--- config.mk ---
export PLATFORM = sky130hd
export DESIGN_NAME = flame_valve_interlock_sequencer_flat
export DESIGN_NICKNAME = d
export VERILOG_FILES = /design/src/rtl/fvis_pkg.sv /design/src/rtl/fvis_in_if.sv /design/src/rtl/fvis_out_if.sv /design/src/rtl/fvis_cfg_regs.sv /design/src/rtl/fvis_core.sv /design/src/rtl/fvis_out_buf.sv /design/src/rtl/flame_valve_interlock_sequencer.sv /design/src/flat_wrapper.sv
export SDC_FILE = /design/constraint.sdc
export NUM_CORES = 1
export LEC_CHECK = 0
export ABC_AREA = 1
export ABC_CLOCK_PERIOD_IN_PS = 18300
export BUFFER_PORTS_ARGS = -buffer_cell sky130_fd_sc_hd__buf_2
export CAP_MARGIN = 20
export CORE_UTILIZATION = 30
export DETAILED_ROUTE_END_ITERATION = 16
export HOLD_SLACK_MARGIN = 0.15
export PLACE_DENSITY_LB_ADDON = 0.3
export SYNTH_ARGS = -nofsm -noshare
export SYNTH_HDL_FRONTEND = slang
export SYNTH_SLANG_ARGS = --single-unit
export TNS_END_PERCENT = 50
--- constraint.sdc ---
create_clock -name clk -period 18.3 [get_ports clk]
set_clock_uncertainty 0.15 [all_clocks]
set_input_delay 1.83 -clock clk [delete_from_list [all_inputs] [get_ports clk]]
set_output_delay 1.83 -clock clk [all_outputs]
set_load 0.01 [all_outputs]
--- src/rtl/fvis_pkg.sv ---
`timescale 1ns / 1ps
// ----------------------------------------------------------------------------
// fvis_pkg: shared types and constants of the flame valve interlock sequencer
// Field widths, command codes, register indexes, mode flag positions, register
// reset values, the configuration register set and the result item layout.
// ----------------------------------------------------------------------------
package fvis_pkg;

  // default width of the stored deadlines
  localparam int unsigned TIME_WIDTH_DEF = 32;

  // field widths
  localparam int unsigned CMD_W    = 4;
  localparam int unsigned MS_W     = 32;
  localparam int unsigned CHAN_W   = 8;
  localparam int unsigned ADDR_W   = 16;
  localparam int unsigned FLAGS_W  = 7;
  localparam int unsigned CFG_IDX_W = 3;
  localparam int unsigned CFG_DATA_W = 32;

  // period used by a plain valve disable message
  localparam logic [MS_W-1:0] PLAIN_PERIOD = 32'd100;

  // commands
  typedef enum logic [CMD_W-1:0] {
    CMD_TICK         = 4'd0,
    CMD_ENABLE_IGN   = 4'd1,
    CMD_DISABLE_IGN  = 4'd2,
    CMD_IGNITE       = 4'd3,
    CMD_DISABLE_PILOT = 4'd4,
    CMD_ENABLE_POOF  = 4'd5,
    CMD_DISABLE_POOF = 4'd6,
    CMD_POOF         = 4'd7,
    CMD_READ_CHANGED = 4'd8
  } cmd_e;

  // configuration register indexes
  typedef enum logic [CFG_IDX_W-1:0] {
    REG_IGNITER_CH   = 3'd0,
    REG_PILOT_CH     = 3'd1,
    REG_POOF_CH      = 3'd2,
    REG_PILOT_PRESENT = 3'd3,
    REG_IGNITE_PERIOD = 3'd4,
    REG_PILOT_DELAY  = 3'd5,
    REG_POOF_MAX     = 3'd6,
    REG_MODULE_ADDR  = 3'd7
  } reg_idx_e;

  // mode flag bit positions
  localparam int unsigned FLG_IGN_EN   = 0;
  localparam int unsigned FLG_IGN_ON   = 1;
  localparam int unsigned FLG_PILOT_ON = 2;
  localparam int unsigned FLG_READY    = 3;
  localparam int unsigned FLG_POOF_EN  = 4;
  localparam int unsigned FLG_POOF_ON  = 5;
  localparam int unsigned FLG_CHANGED  = 6;

  // register reset values
  localparam logic [CHAN_W-1:0] RST_IGNITER_CH   = 8'd0;
  localparam logic [CHAN_W-1:0] RST_PILOT_CH     = 8'd1;
  localparam logic [CHAN_W-1:0] RST_POOF_CH      = 8'd2;
  localparam logic              RST_PILOT_PRESENT = 1'b0;
  localparam logic [MS_W-1:0]   RST_IGNITE_PERIOD = 32'd2000;
  localparam logic [MS_W-1:0]   RST_PILOT_DELAY  = 32'd500;
  localparam logic [MS_W-1:0]   RST_POOF_MAX     = 32'd1000;
  localparam logic [ADDR_W-1:0] RST_MODULE_ADDR  = 16'd0;

  // configuration register set
  typedef struct packed {
    logic [CHAN_W-1:0] igniter_channel;
    logic [CHAN_W-1:0] pilot_channel;
    logic [CHAN_W-1:0] poof_channel;
    logic              pilot_present;
    logic [MS_W-1:0]   ignite_period_ms;
    logic [MS_W-1:0]   pilot_lag_ms;
    logic [MS_W-1:0]   poof_max_ms;
    logic [ADDR_W-1:0] module_address;
  } cfg_t;

  // one result item, message or status
  typedef struct packed {
    logic               is_message;
    logic [ADDR_W-1:0]  msg_address;
    logic [CHAN_W-1:0]  msg_channel;
    logic [MS_W-1:0]    msg_period;
    logic               msg_start_on;
    logic               msg_stop_on;
    logic [FLAGS_W-1:0] status_flags;
    logic               changed_seen;
    logic [MS_W-1:0]    ignite_left_ms;
    logic               last_of_run;
  } result_t;

  // results of one command: up to two messages and the status item
  localparam int unsigned RUN_DEPTH = 3;
  localparam int unsigned RUN_IDX_W = 2;

endpackage

--- src/rtl/fvis_in_if.sv ---
`timescale 1ns / 1ps
// ----------------------------------------------------------------------------
// fvis_in_if: command channel
// Valid/ready channel carrying one command with its time arguments.
// ----------------------------------------------------------------------------
interface fvis_in_if;
  logic                          valid;
  logic                          ready;
  logic [fvis_pkg::CMD_W-1:0]    cmd;
  logic [fvis_pkg::MS_W-1:0]     now_ms;
  logic [fvis_pkg::MS_W-1:0]     req_period;
  logic [fvis_pkg::MS_W-1:0]     delay_ms;

  modport source (output valid, cmd, now_ms, req_period, delay_ms, input ready);
  modport sink   (input valid, cmd, now_ms, req_period, delay_ms, output ready);
endinterface

--- src/rtl/fvis_out_if.sv ---
`timescale 1ns / 1ps
// ----------------------------------------------------------------------------
// fvis_out_if: result channel
// Valid/ready channel carrying valve messages and status items.
// ----------------------------------------------------------------------------
interface fvis_out_if;
  logic                          valid;
  logic                          ready;
  logic                          is_message;
  logic [fvis_pkg::ADDR_W-1:0]   msg_address;
  logic [fvis_pkg::CHAN_W-1:0]   msg_channel;
  logic [fvis_pkg::MS_W-1:0]     msg_period;
  logic                          msg_start_on;
  logic                          msg_stop_on;
  logic [fvis_pkg::FLAGS_W-1:0]  status_flags;
  logic                          changed_seen;
  logic [fvis_pkg::MS_W-1:0]     ignite_left_ms;
  logic                          last_of_run;

  modport source (output valid, is_message, msg_address, msg_channel, msg_period,
                  msg_start_on, msg_stop_on, status_flags, changed_seen,
                  ignite_left_ms, last_of_run, input ready);
  modport sink   (input valid, is_message, msg_address, msg_channel, msg_period,
                  msg_start_on, msg_stop_on, status_flags, changed_seen,
                  ignite_left_ms, last_of_run, output ready);
endinterface

--- src/rtl/fvis_cfg_regs.sv ---
`timescale 1ns / 1ps
// ----------------------------------------------------------------------------
// fvis_cfg_regs: configuration register file
// Channel numbers, pilot presence, timing limits and bus address,
// written by index, no read-back.
// ----------------------------------------------------------------------------
module fvis_cfg_regs (
  input  logic                              clk,
  input  logic                              rst_n,
  input  logic                              cfg_we,
  input  logic [fvis_pkg::CFG_IDX_W-1:0]    cfg_index,
  input  logic [fvis_pkg::CFG_DATA_W-1:0]   cfg_wdata,
  output fvis_pkg::cfg_t                    cfg
);

  fvis_pkg::cfg_t cfg_r;
  fvis_pkg::cfg_t cfg_nxt;

  // register write decode
  always_comb begin
    cfg_nxt = cfg_r;
    if (cfg_we) begin
      unique case (fvis_pkg::reg_idx_e'(cfg_index))
        fvis_pkg::REG_IGNITER_CH:    cfg_nxt.igniter_channel  = cfg_wdata[7:0];
        fvis_pkg::REG_PILOT_CH:      cfg_nxt.pilot_channel    = cfg_wdata[7:0];
        fvis_pkg::REG_POOF_CH:       cfg_nxt.poof_channel     = cfg_wdata[7:0];
        fvis_pkg::REG_PILOT_PRESENT: cfg_nxt.pilot_present    = cfg_wdata[0];
        fvis_pkg::REG_IGNITE_PERIOD: cfg_nxt.ignite_period_ms = cfg_wdata[31:0];
        fvis_pkg::REG_PILOT_DELAY:   cfg_nxt.pilot_lag_ms     = cfg_wdata[31:0];
        fvis_pkg::REG_POOF_MAX:      cfg_nxt.poof_max_ms      = cfg_wdata[31:0];
        fvis_pkg::REG_MODULE_ADDR:   cfg_nxt.module_address   = cfg_wdata[15:0];
        default:                     cfg_nxt = cfg_r;
      endcase
    end
  end

  // register storage
  always_ff @(posedge clk) begin
    if (!rst_n) begin
      cfg_r.igniter_channel  <= fvis_pkg::RST_IGNITER_CH;
      cfg_r.pilot_channel    <= fvis_pkg::RST_PILOT_CH;
      cfg_r.poof_channel     <= fvis_pkg::RST_POOF_CH;
      cfg_r.pilot_present    <= fvis_pkg::RST_PILOT_PRESENT;
      cfg_r.ignite_period_ms <= fvis_pkg::RST_IGNITE_PERIOD;
      cfg_r.pilot_lag_ms     <= fvis_pkg::RST_PILOT_DELAY;
      cfg_r.poof_max_ms      <= fvis_pkg::RST_POOF_MAX;
      cfg_r.module_address   <= fvis_pkg::RST_MODULE_ADDR;
    end else begin
      cfg_r <= cfg_nxt;
    end
  end

  assign cfg = cfg_r;

endmodule

--- src/rtl/fvis_core.sv ---
`timescale 1ns / 1ps
// ----------------------------------------------------------------------------
// fvis_core: interlock state and command decode
// Holds the mode flags and both deadlines, and turns one registered
// command into up to two valve messages plus the status item.
// ----------------------------------------------------------------------------
module fvis_core #(
  parameter int unsigned TIME_WIDTH = fvis_pkg::TIME_WIDTH_DEF
) (
  input  logic                              clk,
  input  logic                              rst_n,
  input  fvis_pkg::cfg_t                    cfg,
  input  logic                              fire,
  input  logic [fvis_pkg::CMD_W-1:0]        cmd,
  input  logic [fvis_pkg::MS_W-1:0]         now_ms,
  input  logic [fvis_pkg::MS_W-1:0]         req_period,
  input  logic [fvis_pkg::MS_W-1:0]         delay_ms,
  output fvis_pkg::result_t                 run_items [fvis_pkg::RUN_DEPTH],
  output logic [fvis_pkg::RUN_IDX_W-1:0]    run_count
);

  localparam int unsigned EXT_W = TIME_WIDTH + fvis_pkg::MS_W;

  logic [fvis_pkg::FLAGS_W-1:0] flags_r, flags_nxt;
  logic [TIME_WIDTH-1:0]        ign_dl_r, ign_dl_nxt;
  logic [TIME_WIDTH-1:0]        poof_dl_r, poof_dl_nxt;

  logic [EXT_W-1:0]             now_ext;
  logic [TIME_WIDTH-1:0]        now_t;
  logic [EXT_W-1:0]             addend_ext;
  logic [TIME_WIDTH-1:0]        sum_t;
  logic [fvis_pkg::MS_W-1:0]    poof_period;
  logic [fvis_pkg::MS_W-1:0]    ign_period;
  logic [fvis_pkg::MS_W-1:0]    ign_delay;
  logic [fvis_pkg::MS_W-1:0]    addend;
  logic                         is_enable_ign;
  logic [TIME_WIDTH-1:0]        left_t;
  logic [EXT_W-1:0]             left_ext;
  fvis_pkg::result_t            msg0, msg1, status;
  logic [1:0]                   msg_cnt;
  logic                         seen;

  function automatic fvis_pkg::result_t make_msg(
    input logic [fvis_pkg::ADDR_W-1:0] addr,
    input logic [fvis_pkg::CHAN_W-1:0] chan,
    input logic [fvis_pkg::MS_W-1:0]   period,
    input logic                        start_on,
    input logic                        stop_on
  );
    fvis_pkg::result_t m;
    m              = '0;
    m.is_message   = 1'b1;
    m.msg_address  = addr;
    m.msg_channel  = chan;
    m.msg_period   = period;
    m.msg_start_on = start_on;
    m.msg_stop_on  = stop_on;
    return m;
  endfunction

  // time arguments folded into the deadline width
  assign now_ext = {{TIME_WIDTH{1'b0}}, now_ms};
  assign now_t   = now_ext[TIME_WIDTH-1:0];

  // enable igniter takes its timing from the registers, ignite from the command
  assign is_enable_ign = (fvis_pkg::cmd_e'(cmd) == fvis_pkg::CMD_ENABLE_IGN);
  assign ign_period    = is_enable_ign ? cfg.ignite_period_ms : req_period;
  assign ign_delay     = is_enable_ign ? cfg.pilot_lag_ms     : delay_ms;

  // poof period saturates at the configured maximum
  assign poof_period = (req_period > cfg.poof_max_ms) ? cfg.poof_max_ms : req_period;

  // one shared deadline adder
  assign addend     = (fvis_pkg::cmd_e'(cmd) == fvis_pkg::CMD_POOF) ? poof_period
                                                                    : ign_period;
  assign addend_ext = {{TIME_WIDTH{1'b0}}, addend};
  assign sum_t      = now_t + addend_ext[TIME_WIDTH-1:0];

  // command decode
  always_comb begin
    flags_nxt   = flags_r;
    ign_dl_nxt  = ign_dl_r;
    poof_dl_nxt = poof_dl_r;
    msg0        = '0;
    msg1        = '0;
    msg_cnt     = 2'd0;
    seen        = 1'b0;
    unique case (fvis_pkg::cmd_e'(cmd)) inside
      fvis_pkg::CMD_TICK: begin
        if (flags_r[fvis_pkg::FLG_IGN_ON] && (now_t > ign_dl_r)) begin
          flags_nxt[fvis_pkg::FLG_IGN_ON]  = 1'b0;
          flags_nxt[fvis_pkg::FLG_READY]   = 1'b1;
          flags_nxt[fvis_pkg::FLG_CHANGED] = 1'b1;
          ign_dl_nxt                       = '0;
        end
        if (flags_r[fvis_pkg::FLG_POOF_ON] && (now_t > poof_dl_r)) begin
          flags_nxt[fvis_pkg::FLG_POOF_ON] = 1'b0;
          flags_nxt[fvis_pkg::FLG_CHANGED] = 1'b1;
        end
      end
      fvis_pkg::CMD_ENABLE_IGN, fvis_pkg::CMD_IGNITE: begin
        if (is_enable_ign || flags_r[fvis_pkg::FLG_IGN_EN]) begin
          flags_nxt[fvis_pkg::FLG_IGN_ON] = 1'b1;
          ign_dl_nxt = sum_t;
          msg0       = make_msg(cfg.module_address, cfg.igniter_channel, ign_period,
                                1'b1, 1'b0);
          msg_cnt    = 2'd1;
          if (cfg.pilot_present) begin
            flags_nxt[fvis_pkg::FLG_PILOT_ON] = 1'b1;
            msg1    = make_msg(cfg.module_address, cfg.pilot_channel, ign_delay,
                               1'b0, 1'b1);
            msg_cnt = 2'd2;
          end
        end
        if (is_enable_ign) begin
          flags_nxt[fvis_pkg::FLG_IGN_EN]  = 1'b1;
          flags_nxt[fvis_pkg::FLG_READY]   = 1'b0;
          flags_nxt[fvis_pkg::FLG_CHANGED] = 1'b1;
        end
      end
      fvis_pkg::CMD_DISABLE_IGN: begin
        msg0    = make_msg(cfg.module_address, cfg.igniter_channel,
                           fvis_pkg::PLAIN_PERIOD, 1'b0, 1'b0);
        msg_cnt = 2'd1;
        flags_nxt[fvis_pkg::FLG_IGN_EN]  = 1'b0;
        flags_nxt[fvis_pkg::FLG_IGN_ON]  = 1'b0;
        flags_nxt[fvis_pkg::FLG_CHANGED] = 1'b1;
      end
      fvis_pkg::CMD_DISABLE_PILOT: begin
        // pilot-on flag is left alone here
        if (cfg.pilot_present) begin
          flags_nxt[fvis_pkg::FLG_READY]   = 1'b0;
          flags_nxt[fvis_pkg::FLG_POOF_EN] = 1'b0;
          flags_nxt[fvis_pkg::FLG_POOF_ON] = 1'b0;
          flags_nxt[fvis_pkg::FLG_CHANGED] = 1'b1;
          msg0    = make_msg(cfg.module_address, cfg.poof_channel,
                             fvis_pkg::PLAIN_PERIOD, 1'b0, 1'b0);
          msg1    = make_msg(cfg.module_address, cfg.pilot_channel,
                             fvis_pkg::PLAIN_PERIOD, 1'b0, 1'b0);
          msg_cnt = 2'd2;
        end
      end
      fvis_pkg::CMD_ENABLE_POOF: begin
        flags_nxt[fvis_pkg::FLG_POOF_EN] = 1'b1;
        flags_nxt[fvis_pkg::FLG_CHANGED] = 1'b1;
      end
      fvis_pkg::CMD_DISABLE_POOF: begin
        flags_nxt[fvis_pkg::FLG_POOF_EN] = 1'b0;
        flags_nxt[fvis_pkg::FLG_POOF_ON] = 1'b0;
        flags_nxt[fvis_pkg::FLG_CHANGED] = 1'b1;
        msg0    = make_msg(cfg.module_address, cfg.poof_channel,
                           fvis_pkg::PLAIN_PERIOD, 1'b0, 1'b0);
        msg_cnt = 2'd1;
      end
      fvis_pkg::CMD_POOF: begin
        if (flags_r[fvis_pkg::FLG_READY] && flags_r[fvis_pkg::FLG_POOF_EN]) begin
          if (!flags_r[fvis_pkg::FLG_POOF_ON]) begin
            flags_nxt[fvis_pkg::FLG_CHANGED] = 1'b1;
          end
          flags_nxt[fvis_pkg::FLG_POOF_ON] = 1'b1;
          poof_dl_nxt = sum_t;
          msg0        = make_msg(cfg.module_address, cfg.poof_channel, poof_period,
                                 1'b1, 1'b0);
          msg_cnt     = 2'd1;
        end
      end
      fvis_pkg::CMD_READ_CHANGED: begin
        seen                             = flags_r[fvis_pkg::FLG_CHANGED];
        flags_nxt[fvis_pkg::FLG_CHANGED] = 1'b0;
      end
      default: begin
        flags_nxt = flags_r;
      end
    endcase
  end

  // time left on the igniter, zero when no deadline is pending
  assign left_t   = (ign_dl_nxt != '0) ? (ign_dl_nxt - now_t) : '0;
  assign left_ext = {{fvis_pkg::MS_W{1'b0}}, left_t};

  // status item closing the run
  always_comb begin
    status                = '0;
    status.status_flags   = flags_nxt;
    status.changed_seen   = seen;
    status.ignite_left_ms = left_ext[fvis_pkg::MS_W-1:0];
    status.last_of_run    = 1'b1;
  end

  // pack messages first, status last
  always_comb begin
    run_items[0] = status;
    run_items[1] = status;
    run_items[2] = status;
    case (msg_cnt)
      2'd1: begin
        run_items[0] = msg0;
      end
      2'd2: begin
        run_items[0] = msg0;
        run_items[1] = msg1;
      end
      default: begin
        run_items[0] = status;
      end
    endcase
  end

  assign run_count = msg_cnt + 2'd1;

  // interlock state
  always_ff @(posedge clk) begin
    if (!rst_n) begin
      flags_r   <= '0;
      ign_dl_r  <= '0;
      poof_dl_r <= '0;
    end else if (fire) begin
      flags_r   <= flags_nxt;
      ign_dl_r  <= ign_dl_nxt;
      poof_dl_r <= poof_dl_nxt;
    end
  end

endmodule

--- src/rtl/fvis_out_buf.sv ---
`timescale 1ns / 1ps
// ----------------------------------------------------------------------------
// fvis_out_buf: result run buffer
// Holds the results of one command and sends them one per transaction,
// freeing itself in the cycle the last one is taken.
// ----------------------------------------------------------------------------
module fvis_out_buf (
  input  logic                              clk,
  input  logic                              rst_n,
  input  logic                              load,
  input  fvis_pkg::result_t                 run_items [fvis_pkg::RUN_DEPTH],
  input  logic [fvis_pkg::RUN_IDX_W-1:0]    run_count,
  output logic                              free,
  fvis_out_if.source                        out_ch
);

  fvis_pkg::result_t                 items_r [fvis_pkg::RUN_DEPTH];
  logic [fvis_pkg::RUN_IDX_W-1:0]    cnt_r;
  logic [fvis_pkg::RUN_IDX_W-1:0]    idx_r, idx_nxt;
  logic                              valid_r, valid_nxt;
  logic                              take;
  logic                              at_last;
  fvis_pkg::result_t                 cur;

  assign take    = valid_r && out_ch.ready;
  assign at_last = (idx_r == (cnt_r - 2'd1));
  assign free    = !valid_r || (take && at_last);

  // read pointer and occupancy
  always_comb begin
    idx_nxt   = idx_r;
    valid_nxt = valid_r;
    if (load) begin
      idx_nxt   = '0;
      valid_nxt = 1'b1;
    end else if (take) begin
      if (at_last) begin
        valid_nxt = 1'b0;
      end else begin
        idx_nxt = idx_r + 2'd1;
      end
    end
  end

  always_ff @(posedge clk) begin
    if (!rst_n) begin
      idx_r   <= '0;
      valid_r <= 1'b0;
    end else begin
      idx_r   <= idx_nxt;
      valid_r <= valid_nxt;
    end
  end

  // run payload
  always_ff @(posedge clk) begin
    if (load) begin
      items_r <= run_items;
      cnt_r   <= run_count;
    end
  end

  // current item onto the channel
  always_comb begin
    case (idx_r)
      2'd1:    cur = items_r[1];
      2'd2:    cur = items_r[2];
      default: cur = items_r[0];
    endcase
  end

  assign out_ch.valid          = valid_r;
  assign out_ch.is_message     = cur.is_message;
  assign out_ch.msg_address    = cur.msg_address;
  assign out_ch.msg_channel    = cur.msg_channel;
  assign out_ch.msg_period     = cur.msg_period;
  assign out_ch.msg_start_on   = cur.msg_start_on;
  assign out_ch.msg_stop_on    = cur.msg_stop_on;
  assign out_ch.status_flags   = cur.status_flags;
  assign out_ch.changed_seen   = cur.changed_seen;
  assign out_ch.ignite_left_ms = cur.ignite_left_ms;
  assign out_ch.last_of_run    = cur.last_of_run;

endmodule

--- src/rtl/flame_valve_interlock_sequencer.sv ---
`timescale 1ns / 1ps
// the first result of a command is offered once the command register and then the
//   result run buffer have taken it; a busy buffer holds it in the command register
// the result port sends one item per cycle while ready is held, up to two messages + status
// a new command is taken while the previous run is still being sent
// reset: synchronous, active low; flags and deadlines cleared, registers to defaults
// ----------------------------------------------------------------------------
// flame_valve_interlock_sequencer: flame effect safety interlock
// Command register, interlock state and decode, and a result run buffer
// that sends valve messages followed by one status item per command.
// ----------------------------------------------------------------------------
module flame_valve_interlock_sequencer #(
  parameter int unsigned TIME_WIDTH = fvis_pkg::TIME_WIDTH_DEF
) (
  input  logic                              clk,
  input  logic                              rst_n,
  fvis_in_if.sink                           in_ch,
  fvis_out_if.source                        out_ch,
  input  logic                              cfg_we,
  input  logic [fvis_pkg::CFG_IDX_W-1:0]    cfg_index,
  input  logic [fvis_pkg::CFG_DATA_W-1:0]   cfg_wdata
);

  fvis_pkg::cfg_t                    cfg;
  logic                              in_valid_r;
  logic [fvis_pkg::CMD_W-1:0]        cmd_r;
  logic [fvis_pkg::MS_W-1:0]         now_r;
  logic [fvis_pkg::MS_W-1:0]         period_r;
  logic [fvis_pkg::MS_W-1:0]         delay_r;
  logic                              buf_free;
  logic                              load;
  logic                              in_take;
  fvis_pkg::result_t                 run_items [fvis_pkg::RUN_DEPTH];
  logic [fvis_pkg::RUN_IDX_W-1:0]    run_count;

  fvis_cfg_regs u_cfg (
    .clk       (clk),
    .rst_n     (rst_n),
    .cfg_we    (cfg_we),
    .cfg_index (cfg_index),
    .cfg_wdata (cfg_wdata),
    .cfg       (cfg)
  );

  // command register, refilled in the cycle its command moves on
  assign load        = in_valid_r && buf_free;
  assign in_ch.ready = !in_valid_r || load;
  assign in_take     = in_ch.valid && in_ch.ready;

  always_ff @(posedge clk) begin
    if (!rst_n) begin
      in_valid_r <= 1'b0;
    end else if (in_ch.ready) begin
      in_valid_r <= in_ch.valid;
    end
  end

  always_ff @(posedge clk) begin
    if (in_take) begin
      cmd_r    <= in_ch.cmd;
      now_r    <= in_ch.now_ms;
      period_r <= in_ch.req_period;
      delay_r  <= in_ch.delay_ms;
    end
  end

  fvis_core #(
    .TIME_WIDTH (TIME_WIDTH)
  ) u_core (
    .clk        (clk),
    .rst_n      (rst_n),
    .cfg        (cfg),
    .fire       (load),
    .cmd        (cmd_r),
    .now_ms     (now_r),
    .req_period (period_r),
    .delay_ms   (delay_r),
    .run_items  (run_items),
    .run_count  (run_count)
  );

  fvis_out_buf u_out (
    .clk       (clk),
    .rst_n     (rst_n),
    .load      (load),
    .run_items (run_items),
    .run_count (run_count),
    .free      (buf_free),
    .out_ch    (out_ch)
  );

endmodule
--- src/flat_wrapper.sv ---
// flat-port wrapper written by rule: the top's interface ports become plain ports
module flame_valve_interlock_sequencer_flat 
#(
  parameter int unsigned TIME_WIDTH = fvis_pkg::TIME_WIDTH_DEF
)
  (clk, rst_n, cfg_we, cfg_index, cfg_wdata, in_ch_valid, in_ch_cmd, in_ch_now_ms, in_ch_req_period, in_ch_delay_ms, in_ch_ready, out_ch_valid, out_ch_is_message, out_ch_msg_address, out_ch_msg_channel, out_ch_msg_period, out_ch_msg_start_on, out_ch_msg_stop_on, out_ch_status_flags, out_ch_changed_seen, out_ch_ignite_left_ms, out_ch_last_of_run, out_ch_ready);
  fvis_in_if in_ch_i ();
  fvis_out_if out_ch_i ();
  input  logic clk;
  input  logic rst_n;
  input  logic cfg_we;
  input  logic [fvis_pkg::CFG_IDX_W-1:0] cfg_index;
  input  logic [fvis_pkg::CFG_DATA_W-1:0] cfg_wdata;
  input wire logic [$bits(in_ch_i.valid)-1:0] in_ch_valid;
  input wire logic [$bits(in_ch_i.cmd)-1:0] in_ch_cmd;
  input wire logic [$bits(in_ch_i.now_ms)-1:0] in_ch_now_ms;
  input wire logic [$bits(in_ch_i.req_period)-1:0] in_ch_req_period;
  input wire logic [$bits(in_ch_i.delay_ms)-1:0] in_ch_delay_ms;
  output wire logic [$bits(in_ch_i.ready)-1:0] in_ch_ready;
  output wire logic [$bits(out_ch_i.valid)-1:0] out_ch_valid;
  output wire logic [$bits(out_ch_i.is_message)-1:0] out_ch_is_message;
  output wire logic [$bits(out_ch_i.msg_address)-1:0] out_ch_msg_address;
  output wire logic [$bits(out_ch_i.msg_channel)-1:0] out_ch_msg_channel;
  output wire logic [$bits(out_ch_i.msg_period)-1:0] out_ch_msg_period;
  output wire logic [$bits(out_ch_i.msg_start_on)-1:0] out_ch_msg_start_on;
  output wire logic [$bits(out_ch_i.msg_stop_on)-1:0] out_ch_msg_stop_on;
  output wire logic [$bits(out_ch_i.status_flags)-1:0] out_ch_status_flags;
  output wire logic [$bits(out_ch_i.changed_seen)-1:0] out_ch_changed_seen;
  output wire logic [$bits(out_ch_i.ignite_left_ms)-1:0] out_ch_ignite_left_ms;
  output wire logic [$bits(out_ch_i.last_of_run)-1:0] out_ch_last_of_run;
  input wire logic [$bits(out_ch_i.ready)-1:0] out_ch_ready;
  assign in_ch_i.valid = in_ch_valid;
  assign in_ch_i.cmd = in_ch_cmd;
  assign in_ch_i.now_ms = in_ch_now_ms;
  assign in_ch_i.req_period = in_ch_req_period;
  assign in_ch_i.delay_ms = in_ch_delay_ms;
  assign in_ch_ready = in_ch_i.ready;
  assign out_ch_valid = out_ch_i.valid;
  assign out_ch_is_message = out_ch_i.is_message;
  assign out_ch_msg_address = out_ch_i.msg_address;
  assign out_ch_msg_channel = out_ch_i.msg_channel;
  assign out_ch_msg_period = out_ch_i.msg_period;
  assign out_ch_msg_start_on = out_ch_i.msg_start_on;
  assign out_ch_msg_stop_on = out_ch_i.msg_stop_on;
  assign out_ch_status_flags = out_ch_i.status_flags;
  assign out_ch_changed_seen = out_ch_i.changed_seen;
  assign out_ch_ignite_left_ms = out_ch_i.ignite_left_ms;
  assign out_ch_last_of_run = out_ch_i.last_of_run;
  assign out_ch_i.ready = out_ch_ready;
  flame_valve_interlock_sequencer #(.TIME_WIDTH(TIME_WIDTH)) u_core (.clk(clk), .rst_n(rst_n), .in_ch(in_ch_i), .out_ch(out_ch_i), .cfg_we(cfg_we), .cfg_index(cfg_index), .cfg_wdata(cfg_wdata));
endmodule
==> Implementation_results.wiki, run 1 <==
{| class="wikitable"
! Metric !! Value
|-
| Outcome || finished, final reports clean
|-
| Total length of routed wires || 96900 um
|-
| Maximum VDD drop || between 0.06 and 0.07 mV
|-
| Post-CTS Resized || 0
|-
| CP Capture Type || flop
|-
| Crit path time final || 7.49 ns
|-
| Via-to-Cell Ratio || 4.90
|-
| Area overhead of the layout relative to synthesis || 15.8%
|-
| Sum of negative setup slack || 0 ns
|-
| Count of inserted antenna diode cells || 0
|-
| Post-CTS repair timing setup buffer count || 0
|-
| Tightest slew margin relative to the limit || 0.271
|-
| Detail Route Antenna Nets || 0
|-
| Critical path startpoint category || flop
|-
| Hold Crit Class || reg -> reg
|-
| Final worst path period share || 0.409
|-
| Total half-perimeter wirelength after legalization and detailed placement || 68900 um
|-
| Number of max-slew violations in the final report || 0
|-
| Ys Warns || 0
|-
| Register bit total from synthesis || 552
|-
| Via Count || 25300
|-
| Fraction of met1 tracks used by global routing || 0.255
|-
| Routability congestion estimate || 0.904
|-
| Crit-path most repeated cell || sky130_fd_sc_hd__nand2_1
|-
| Syn Area/Cell || 8.16 um^2
|-
| CTS hold repair buffers || 0
|-
| Placeable core region || 98400 um^2
|-
| Final standard cell area without fillers || 34600 um^2
|-
| Endpoints failing setup || 0
|-
| Data required time at the worst endpoint || 18.50 ns
|-
| Clock latency at the later pin of the worst-skew pair || 0.63 ns
|-
| Clock-pin slew of the registers on the worst-case setup and hold paths || 0.06 ns
|-
| Vias in the first global route || 24300
|-
| Met2 Resource Use GR || 0.312
|-
| Measured slew at the worst slew-check pin || 1.09 ns
|-
| Met3 track utilization from global routing || 0.0245
|-
| Primary flip-flop cell chosen by synthesis mapping || sky130_fd_sc_hd__edfxtp_1
|-
| Post-synth EDFFs || 340
|-
| Total of buffers placed on input and output ports || 241
|-
| Total track usage || 0.188
|-
| Post-DR wirelength/cell || 18.7 um
|-
| Delay contributed by the slowest stage of the critical path || 0.65 ns
|-
| Clock sinks || roughly 550
|-
| X dimension of the die || 317 um
|-
| Part of the Yosys area used for sequential elements || 0.484
|-
| Share of synthesized flip-flops with an asynchronous set or reset || 0
|-
| Pin count of the biggest net entering global routing || 120
|-
| DRC violation count after routing || 0
|-
| Max Cap Viol || 0
|-
| Max frequency || 133 MHz
|-
| Setup repair after global routing missed its margin || no
|-
| CTS tree || done
|-
| Nets || 4133
|-
| First-pass DRT Iterations || 6
|-
| CTS Root Cell || sky130_fd_sc_hd__clkbuf_16
|-
| Detailed router's first-iteration violation count || between 2000 and 2500
|-
| Area share of the leading cell type in the synthesized netlist || 0.342
|-
| Height of the chip || 317 um
|-
| GRT Max-Usage Layer || met2
|-
| Cell type of the slowest stage on the worst timing path || sky130_fd_sc_hd__o21ai_0
|-
| Worst-path fanout max || 33
|-
| Leakage power total || around 0.015 uW
|-
| WP data arrival || between 7 and 8 ns
|-
| Wire length of the first global-routing pass || 146000 um
|-
| Congestion Overflow GR || 0
|-
| Starting Density || 0.303
|-
| Synth Instances || 3657
|-
| Setup CP Type || reg -> reg
|-
| Clock Tree Buf Depth || 3
|-
| I/O pins || approximately 240
|-
| Most instantiated cells after synthesis || sky130_fd_sc_hd__nand2_1 (731), sky130_fd_sc_hd__inv_1 (444), sky130_fd_sc_hd__nor2_1 (381)
|-
| Overall die area || ~100000 um^2
|-
| Area of placed instances || 32300 um^2
|-
| Post-synthesis cell type with the largest combined area || sky130_fd_sc_hd__edfxtp_1
|-
| Count of final hold-check violations || 0
|-
| Most frequently used cell type in the post-synthesis netlist || sky130_fd_sc_hd__nand2_1
|-
| Distinct cells, synth || 53
|-
| Layout cells sized above 1 || 0.126
|-
| Post-synth net total || 3960
|-
| CTS H-Tree Depth || 3
|-
| Antenna violations before repair || 2
|-
| P per Cell Area || roughly 93 nW/um^2
|-
| # rows || 115
|-
| Post-synthesis instance area || 29800 um^2
|-
| TritonCTS buffer count || 67
|-
| Main area contributors after synthesis || sky130_fd_sc_hd__edfxtp_1 (34%), sky130_fd_sc_hd__dfxtp_1 (14%), sky130_fd_sc_hd__nand2_1 (9.2%)
|}
==> path summary, 6_finish.rpt <==
check                  startpoint                        end  slack [ns]  cells past startpoint
max           u_core.period_r[23]  u_core.u_out.items_r[230]       10.81                     35
min          u_core.u_cfg.cfg[97]       u_core.u_cfg.cfg[97]        0.30                      2
max reg2reg   u_core.period_r[23]  u_core.u_out.items_r[230]       10.81                     35
min reg2reg  u_core.u_cfg.cfg[97]       u_core.u_cfg.cfg[97]        0.30                      2
==> cell type report <==
type	instances	area (um^2)
inverter	458	1730
clock buffer	91	1870
clock inverter	33	357
timing repair buffer	272	1510
sequential	552	14500
fill	10400	63900
tap	1287	1610
multi-input combinational	2479	13000
==> cells in the final DEF (no fill, tap or decap), types with 12 or more instances in the layout <==
cell,Yosys,final
sky130_fd_sc_hd__a21oi_1,299,299
sky130_fd_sc_hd__a31oi_1,12,12
sky130_fd_sc_hd__buf_2,15,240
sky130_fd_sc_hd__buf_4,0,28
sky130_fd_sc_hd__clkbuf_1,141,16
sky130_fd_sc_hd__clkbuf_16,0,69
sky130_fd_sc_hd__dfxtp_1,212,212
sky130_fd_sc_hd__edfxtp_1,340,340
sky130_fd_sc_hd__ha_1,161,159
sky130_fd_sc_hd__inv_1,444,441
sky130_fd_sc_hd__nand2_1,731,729
sky130_fd_sc_hd__nand2_2,17,19
sky130_fd_sc_hd__nand2_4,12,12
sky130_fd_sc_hd__nand3_1,324,324
sky130_fd_sc_hd__nand4_1,18,18
sky130_fd_sc_hd__nor2_1,381,380
sky130_fd_sc_hd__nor3_1,13,13
sky130_fd_sc_hd__o211ai_1,35,35
sky130_fd_sc_hd__o21ai_0,275,275
sky130_fd_sc_hd__o22ai_1,32,32
sky130_fd_sc_hd__or2_2,34,34
sky130_fd_sc_hd__xnor2_1,22,22
==> worst max-delay path, delay by kind of cell (launching register included) <==
family / cells / cell delay, ns
buf+inv: 4 / 0.65
xor+xnor: 1 / 0.14
flops: 1 / 0.41
simple gates: 21 / 3.09
fa+ha+maj: 3 / 1.12
compound gates: 6 / 1.64
==> per-layer routing <==
| layer | part of all wire | wire length [um] |
|---|---|---|
| met1 | 0.46 | 44500 |
| met2 | 0.46 | 45000 |
| met3 | 0.046 | 4500 |
| met4 | 0.030 | 2860 |
| met5 | 0 | 0 |
==> state kept, by name, summed over array words and instances (netlist names), 7 cells and up <==
name and flops:
u_core.now_r 32, u_core.u_core.flags_r 7, u_core.u_cfg.cfg 137, u_core.u_out.items_r 238, u_core.u_core.poof_dl_r 32, u_core.period_r 32, u_core.u_core.ign_dl_r 32, u_core.delay_r 32
==> per-stage QoR <==
step	setup WS (ns)	hold slack (ns)	total power, uW	std cells	util
after floorplan	10.71	0.275	1730	3657	-
after global placement	10.90	0.285	1880	5044	0.328
after detailed placement	10.82	0.290	1880	5045	0.328
after CTS	10.77	0.298	3240	5169	0.350
after global routing	10.07	0.319	3340	5172	0.351
final	10.81	0.300	3210	5172	0.351
==> cells by family after synthesis <==
family | Yosys count | synth area share
adder cells (fa/ha/maj) | 163 | 0.0688
buffers and inverters | 626 | 0.0804
multiplexers | 11 | 0.00402
AO/OA/AOI/OAI | 712 | 0.129
XOR/XNOR | 33 | 0.00968
flip-flops | 552 | 0.484
AND/OR/NAND/NOR | 1560 | 0.224
==> where the power goes <==
| part | switching (uW) | total, uW | internal, uW |
|---|---|---|---|
| registers | 29.7 | 1420 | 1390 |
| logic | 299 | 433 | 134 |
| clock network | 569 | 1350 | 786 |
No activity file was read; power rests on OpenSTA's default activity.
==> run 2: changes to the inputs <==
Settings changed: ABC_CLOCK_PERIOD_IN_PS 18300 to 6700.
Clock period 18.3 ns to 6.7 ns, I/O delays scaled along.
==> run 2 against run 1 <==
  * Via count rose by 2.9%
  * Non-clock buffer count is 223 higher
  * Combinational power rose to 3.1 times the previous value
  * Worst setup slack got worse by 10 ns
  * Clock power grew to 2.6 times the previous value
  * Routed wire length up 2.7%
  * Sequential power rose to 2.7 times the previous value
  * Total power rose to 2.7 times the previous value
  * First-iteration DRC count is 9.3% lower
  * Sequential cell count did not move
  * Largest cell class unchanged
==> Implementation_results.wiki, run 2 (synthesis gave the netlist of run 1 again) <==
{| class="wikitable"
! Metric !! Value
|-
| Crit-path most repeated cell || sky130_fd_sc_hd__nand2_1 (unchanged)
|-
| Outcome || finished, final reports clean (unchanged)
|-
| Crit path time final || 6.36 ns (was 7.49 ns)
|-
| I/O pins || 242 (unchanged)
|-
| Leakage power total || 0.0159 uW (was 0.0149 uW)
|-
| Pin count of the biggest net entering global routing || 123 (was 120)
|-
| Worst-path fanout max || 13 (was 33)
|-
| Vias in the first global route || 24200 (was 24300)
|-
| Congestion Overflow GR || 0 (unchanged)
|-
| Measured slew at the worst slew-check pin || 0.993 ns (was 1.09 ns)
|-
| Leading cell types in the layout, fill and taps excluded || sky130_fd_sc_hd__nand2_1 (727), sky130_fd_sc_hd__inv_1 (441), sky130_fd_sc_hd__nor2_1 (371) (was sky130_fd_sc_hd__nand2_1 (729), sky130_fd_sc_hd__inv_1 (441), sky130_fd_sc_hd__nor2_1 (380))
|-
| CP Capture Type || flop (unchanged)
|-
| Max frequency || 157 MHz (was 133 MHz)
|-
| X dimension of the die || 317 um (unchanged)
|-
| Critical path startpoint category || flop (unchanged)
|-
| Register ranked first by flip-flop count || u_core.u_out.items_r (unchanged)
|-
| CTS tree || done (unchanged)
|-
| Max Cap Viol || 0 (unchanged)
|-
| Critical register-to-register path startpoint || u_core.period_r[31] (was u_core.period_r[23])
|-
| Count of inserted antenna diode cells || 0 (unchanged)
|-
| Via Count || 26100 (was 25300)
|-
| WP data arrival || 6.58 ns (was 7.69 ns)
|-
| Detail Route Antenna Nets || 0 (unchanged)
|-
| Non-filler cells in the finished layout || 5386 (was 5172)
|-
| Count of final hold-check violations || 0 (unchanged)
|-
| Hold Crit Class || in -> reg (was reg -> reg)
|-
| Post-DR wirelength/cell || 18.5 um (was 18.7 um)
|-
| CTS Root Cell || sky130_fd_sc_hd__clkbuf_16 (unchanged)
|-
| First-pass DRT Iterations || 6 (unchanged)
|-
| TritonCTS buffer count || 61 (was 67)
|-
| Placeable core region || 98400 um^2 (unchanged)
|-
| Tightest slew margin relative to the limit || 0.336 (was 0.271)
|-
| Hold path startpoint || cfg_wdata[22] (was u_core.u_cfg.cfg[97])
|-
| Destination of the worst hold path || u_core.u_cfg.cfg[70] (was u_core.u_cfg.cfg[97])
|-
| Most common library cell in the layout ignoring fill and taps || sky130_fd_sc_hd__nand2_1 (unchanged)
|-
| Worst Reg2Reg Path Length in Cells || 38 (was 35)
|-
| Delay contributed by the slowest stage of the critical path || 0.45 ns (was 0.65 ns)
|-
| Overall die area || 101000 um^2 (unchanged)
|-
| Nets || 4350 (was 4133)
|-
| Number of max-slew violations in the final report || 0 (unchanged)
|-
| Height of the chip || 317 um (unchanged)
|-
| CTS H-Tree Depth || 2 (was 3)
|-
| Placed Instances || 5152 (was 5045)
|-
| Via-to-Cell Ratio || 4.84 (was 4.90)
|-
| Endpoints failing setup || 0 (unchanged)
|-
| Clock Tree Buf Depth || 3 (unchanged)
|-
| Minimum setup slack among reg-to-reg paths || 0.34 ns (was 10.81 ns)
|-
| Data required time at the worst endpoint || 6.93 ns (was 18.50 ns)
|-
| P per Cell Area || 239 nW/um^2 (was 92.8 nW/um^2)
|-
| DRC violation count after routing || 0 (unchanged)
|-
| Maximum VDD drop || 0.212 mV (was 0.0663 mV)
|-
| Total half-perimeter wirelength after legalization and detailed placement || 71600 um (was 68900 um)
|-
| Final hold slack || 0.179 ns (was 0.300 ns)
|-
| Clock-pin slew of the registers on the worst-case setup and hold paths || 0.06 ns (about the same)
|-
| Area overhead of the layout relative to synthesis || 22.8% (was 15.8%)
|-
| Clock latency at the later pin of the worst-skew pair || 0.65 ns (was 0.63 ns)
|-
| Wire length of the first global-routing pass || 149000 um (was 146000 um)
|-
| Total of buffers placed on input and output ports || 241 (unchanged)
|-
| Final worst path period share || 0.949 (was 0.409)
|-
| Worst hold path stage count || 3 (was 2)
|-
| Layout cells sized above 1 || 0.163 (was 0.126)
|-
| Routability congestion estimate || 0.951 (was 0.904)
|-
| # rows || 115 (unchanged)
|-
| Worst reg2reg endpoint || u_core.u_out.items_r[227] (was u_core.u_out.items_r[230])
|-
| Antenna violations before repair || 2 (unchanged)
|-
| Starting Density || 0.303 (unchanged)
|-
| Clock sinks || 552 (unchanged)
|-
| Setup CP Type || reg -> reg (unchanged)
|-
| Total length of routed wires || 99600 um (was 96900 um)
|-
| Detailed router's first-iteration violation count || 1942 (was 2141)
|-
| Number of flip-flops under the largest register name || 238 (unchanged)
|-
| Cell type of the slowest stage on the worst timing path || sky130_fd_sc_hd__edfxtp_1 (was sky130_fd_sc_hd__o21ai_0)
|-
| Total track usage || 0.191 (was 0.188)
|-
| Total chip power || 8770 uW (was 3210 uW)
|-
| Setup repair after global routing missed its margin || yes (was no)
|}
-- run 2: cell count changes in the layout (fill, tap and decap cells not counted), moves of 8 or more --
cell                            delta
sky130_fd_sc_hd__buf_4           +119
sky130_fd_sc_hd__dlygate4sd3_1   +100
sky130_fd_sc_hd__a21oi_1          -16
sky130_fd_sc_hd__a21oi_2          +16
sky130_fd_sc_hd__o21ai_0          -14
sky130_fd_sc_hd__clkbuf_8          +9
sky130_fd_sc_hd__nor2_1            -9
sky130_fd_sc_hd__o21ai_1           +9
sky130_fd_sc_hd__clkbuf_16         -8
sky130_fd_sc_hd__ha_1              -8
-- run 2: cell type report --
| type | count | area (um^2) |
|---|---|---|
| Fill cell | 10100 | 61800 |
| Sequential cell | 552 | 14500 |
| Multi-Input combinational cell | 2479 | 13300 |
| Timing Repair Buffer | 495 | 3460 |
| Clock buffer | 87 | 1770 |
| Inverter | 458 | 1730 |
| Tap cell | 1287 | 1610 |
| Clock inverter | 28 | 340 |
-- run 2: critical path, delay by kind of cell (launching register included) --
kind | cells | cell delay [ns]
xor+xnor | 1 | 0.20
flops | 1 | 0.45
simple gates | 22 | 2.64
fa+ha+maj | 3 | 0.99
compound gates | 5 | 0.69
buf+inv | 7 | 0.94
-- run 2: worst max path at each step --
stage / start / cells after the start / end
3_3_place_gp: u_core.period_r[23] / 39 / u_core.u_out.items_r[229]
2_1_floorplan: out_ch_ready / 4 / u_core.u_out.cnt_r[0]
6_report: u_core.period_r[31] / 38 / u_core.u_out.items_r[227]
5_1_grt: u_core.period_r[23] / 37 / u_core.u_out.items_r[130]
4_1_cts: u_core.period_r[23] / 36 / u_core.u_out.items_r[231]
3_5_place_dp: u_core.period_r[23] / 36 / u_core.u_out.items_r[231]
-- run 2: what timing repair did --
| item | in CTS | in global routing |
|---|---|---|
| hold buffers | 100 | 0 |
| setup endpoints to repair | 10 | 68 |
| pin swaps | 0 | 19 |
| gates resized for setup | 1 | 73 |
| buffers inserted | 0 | 16 |
| hold endpoints to repair | 100 | 0 |
-- run 2: metal layers --
layer  track usage  part of all wire
met5             0                 0
met4        0.0545             0.027
met3        0.0271             0.053
met2         0.309              0.46
met1         0.265              0.46
-- run 2: where the power goes --
group / total, uW / internal (uW) / leakage (uW) / switching [uW]
Sequential: 3880 / 3800 / 0.00498 / 80.1
Combinational: 1360 / 486 / 0.00986 / 872
Clock: 3530 / 2080 / 0.00104 / 1460
Total: 8770 / 6360 / 0.0159 / 2410
-- run 2: metrics by stage --
| step | util | setup slack (ns) | TNS [ns] | area (um^2) |
|---|---|---|---|---|
| floorplan | - | 0.274 | 0 | 29800 |
| global placement | 0.336 | -0.0542 | -0.345 | 33100 |
| detailed placement | 0.336 | -0.0520 | -0.103 | 33100 |
| CTS | 0.368 | 0.0188 | 0 | 36200 |
| global route | 0.373 | -0.0212 | -0.0416 | 36700 |
| finish | 0.373 | 0.342 | 0 | 36700 |
==> run 3: changes to the inputs <==
Settings changed: ABC_CLOCK_PERIOD_IN_PS 6700 to 8250.
Clock period 6.7 ns to 8.25 ns, I/O delays scaled along.
==> run 3 against run 2 <==
  * Critical path depth is 1 lower
  * Design area is 5.7% lower
  * Global-route usage is 0.15 points lower
  * Via count is 2.0% lower
  * Clock power is 17% lower
==> Implementation_results.wiki, run 3 (synthesis gave the netlist of run 1 again) <==
{| class="wikitable"
! Metric !! Value
|-
| Outcome || finished, final reports clean (unchanged)
|-
| Vias in the first global route || 24200 (about the same)
|-
| Wire length of the first global-routing pass || 147000 um (was 149000 um)
|-
| Area of placed instances || 32300 um^2 (was 33100 um^2)
|-
| Min setup slack post-route || 0.953 ns (was 0.342 ns)
|-
| Starting Density || 0.303 (unchanged)
|-
| Final standard cell area without fillers || 34600 um^2 (was 36700 um^2)
|-
| Tightest slew margin relative to the limit || 0.270 (was 0.336)
|-
| Leading cell types in the layout, fill and taps excluded || sky130_fd_sc_hd__nand2_1 (729), sky130_fd_sc_hd__inv_1 (441), sky130_fd_sc_hd__nor2_1 (380) (was sky130_fd_sc_hd__nand2_1 (727), sky130_fd_sc_hd__inv_1 (441), sky130_fd_sc_hd__nor2_1 (371))
|-
| # rows || 115 (unchanged)
|-
| Data required time at the worst endpoint || 8.47 ns (was 6.93 ns)
|-
| P per Cell Area || 204 nW/um^2 (was 239 nW/um^2)
|-
| CTS tree || done (unchanged)
|-
| CTS H-Tree Depth || 3 (was 2)
|-
| Max frequency || 137 MHz (was 157 MHz)
|-
| Congestion Overflow GR || 0 (unchanged)
|-
| Cell type of the slowest stage on the worst timing path || sky130_fd_sc_hd__nand2_2 (was sky130_fd_sc_hd__edfxtp_1)
|-
| Leakage power total || 0.0149 uW (was 0.0159 uW)
|-
| Most common library cell in the layout ignoring fill and taps || sky130_fd_sc_hd__nand2_1 (unchanged)
|-
| WP data arrival || 7.52 ns (was 6.58 ns)
|-
| CP Capture Type || flop (unchanged)
|-
| Total of buffers placed on input and output ports || 241 (unchanged)
|-
| Clock latency at the later pin of the worst-skew pair || 0.65 ns (about the same)
|-
| Number of max-slew violations in the final report || 0 (unchanged)
|-
| Nets || 4139 (was 4350)
|-
| Critical path startpoint category || flop (unchanged)
|-
| Detailed router's first-iteration violation count || 2224 (was 1942)
|-
| Worst-path fanout max || 35 (was 13)
|-
| Post-DR wirelength/cell || 18.8 um (was 18.5 um)
|-
| Overall die area || 101000 um^2 (unchanged)
|-
| Placeable core region || 98400 um^2 (unchanged)
|-
| Antenna violations before repair || 5 (was 2)
|-
| Clock sinks || 552 (unchanged)
|-
| Count of final hold-check violations || 0 (unchanged)
|-
| Critical path buffer and inverter count || 3 (was 7)
|-
| CTS hold repair buffers || 0 (was 100)
|-
| Layout cells sized above 1 || 0.125 (was 0.163)
|-
| Total length of routed wires || 97400 um (was 99600 um)
|-
| I/O pins || 242 (unchanged)
|-
| Total chip power || 7070 uW (was 8770 uW)
|-
| First-pass DRT Iterations || 5 (was 6)
|-
| Delay contributed by the slowest stage of the critical path || 0.52 ns (was 0.45 ns)
|-
| Crit path time final || 7.30 ns (was 6.36 ns)
|-
| Area overhead of the layout relative to synthesis || 15.8% (was 22.8%)
|-
| Detail Route Antenna Nets || 0 (unchanged)
|-
| Clock Tree Buf Depth || 3 (unchanged)
|-
| Height of the chip || 317 um (unchanged)
|-
| Via Count || 25500 (was 26100)
|-
| Number of flip-flops under the largest register name || 238 (unchanged)
|-
| DRC violation count after routing || 0 (unchanged)
|-
| Max Cap Viol || 0 (unchanged)
|-
| Setup CP Type || reg -> reg (unchanged)
|-
| TritonCTS buffer count || 67 (was 61)
|-
| Sum of negative setup slack || 0 ns (unchanged)
|-
| X dimension of the die || 317 um (unchanged)
|-
| Fill cell total of the finished layout || 10400 (was 10100)
|-
| Clock-pin slew of the registers on the worst-case setup and hold paths || 0.07 ns (was 0.06 ns)
|-
| Measured slew at the worst slew-check pin || 1.09 ns (was 0.993 ns)
|-
| CTS Root Cell || sky130_fd_sc_hd__clkbuf_16 (unchanged)
|-
| Endpoints failing setup || 0 (unchanged)
|-
| Total half-perimeter wirelength after legalization and detailed placement || 69500 um (was 71600 um)
|-
| Register ranked first by flip-flop count || u_core.u_out.items_r (unchanged)
|-
| Post-Place Worst Slack || 1.00 ns (was -0.0520 ns)
|-
| Crit-path most repeated cell || sky130_fd_sc_hd__nand2_1 (unchanged)
|-
| Pin count of the biggest net entering global routing || 114 (was 123)
|-
| Post-CTS repair timing setup buffer count || 0 (unchanged)
|-
| Top cell family by delay on the critical path || simple AND/OR/NAND/NOR gates (unchanged)
|-
| Routability congestion estimate || 0.929 (was 0.951)
|-
| Setup repair after global routing missed its margin || no (was yes)
|-
| Via-to-Cell Ratio || 4.93 (was 4.84)
|-
| Final worst path period share || 0.884 (was 0.949)
|-
| Hold Crit Class || in -> reg (unchanged)
|-
| Post-CTS Resized || 0 (was 1)
|-
| Total track usage || 0.190 (was 0.191)
|-
| Final hold slack || 0.199 ns (was 0.179 ns)
|-
| Maximum VDD drop || 0.131 mV (was 0.212 mV)
|}
-- run 3: cell types whose count changed in the layout (fill, tap and decap cells not counted), moves of 9 or more --
cell / change
sky130_fd_sc_hd__dlygate4sd3_1: -100
sky130_fd_sc_hd__a21oi_2: -16
sky130_fd_sc_hd__o21ai_0: +14
sky130_fd_sc_hd__o21ai_1: -9
sky130_fd_sc_hd__nor2_1: +9
sky130_fd_sc_hd__a21oi_1: +16
sky130_fd_sc_hd__clkbuf_1: +11
sky130_fd_sc_hd__buf_4: -114
sky130_fd_sc_hd__clkbuf_8: -12
-- run 3: final timing paths --
kind | slack, ns | endpoint | start | depth (start not counted)
max | 0.95 | u_core.u_out.items_r[221] | u_core.period_r[23] | 37
min | 0.20 | u_core.now_r[2] | in_ch_now_ms[2] | 1
min reg2reg | 0.30 | u_core.u_cfg.cfg[105] | u_core.u_cfg.cfg[105] | 2
max reg2reg | 0.95 | u_core.u_out.items_r[221] | u_core.period_r[23] | 37
-- run 3: stage by stage --
stage          utilization  std cells
6_report             0.351       5178
5_1_grt              0.351       5178
4_1_cts              0.350       5173
3_5_place_dp         0.329       5051
3_3_place_gp         0.328       5050
2_1_floorplan            -       3657
-- run 3: layout make-up --
cell class | count | area [um^2] | area share
flip-flops and latches | 552 | 14500 | 0.418
inverters | 458 | 1730 | 0.0501
repair buffers | 278 | 1580 | 0.0457
clock buffers | 94 | 1850 | 0.0535
diodes | 2 | 5.00 | 0.000145
well taps | 1287 | 1610 | 0.0466
clock inverters | 28 | 304 | 0.00879
multi-input cells | 2479 | 13000 | 0.377
-- run 3: per-layer routing --
layer / vias to the layer above / part of all wire / global-route usage
li1: 12600 / - / -
met1: 12100 / 0.46 / 0.260
met2: 696 / 0.47 / 0.312
met3: 124 / 0.049 / 0.0236
met4: 0 / 0.027 / 0.0560
met5: - / 0 / 0
-- run 3: power by group --
group          total (uW)  switching, uW  internal (uW)
clock                2940           1250           1690
combinational         969            667            303
sequential           3160           69.1           3090
total                7070           1990           5080
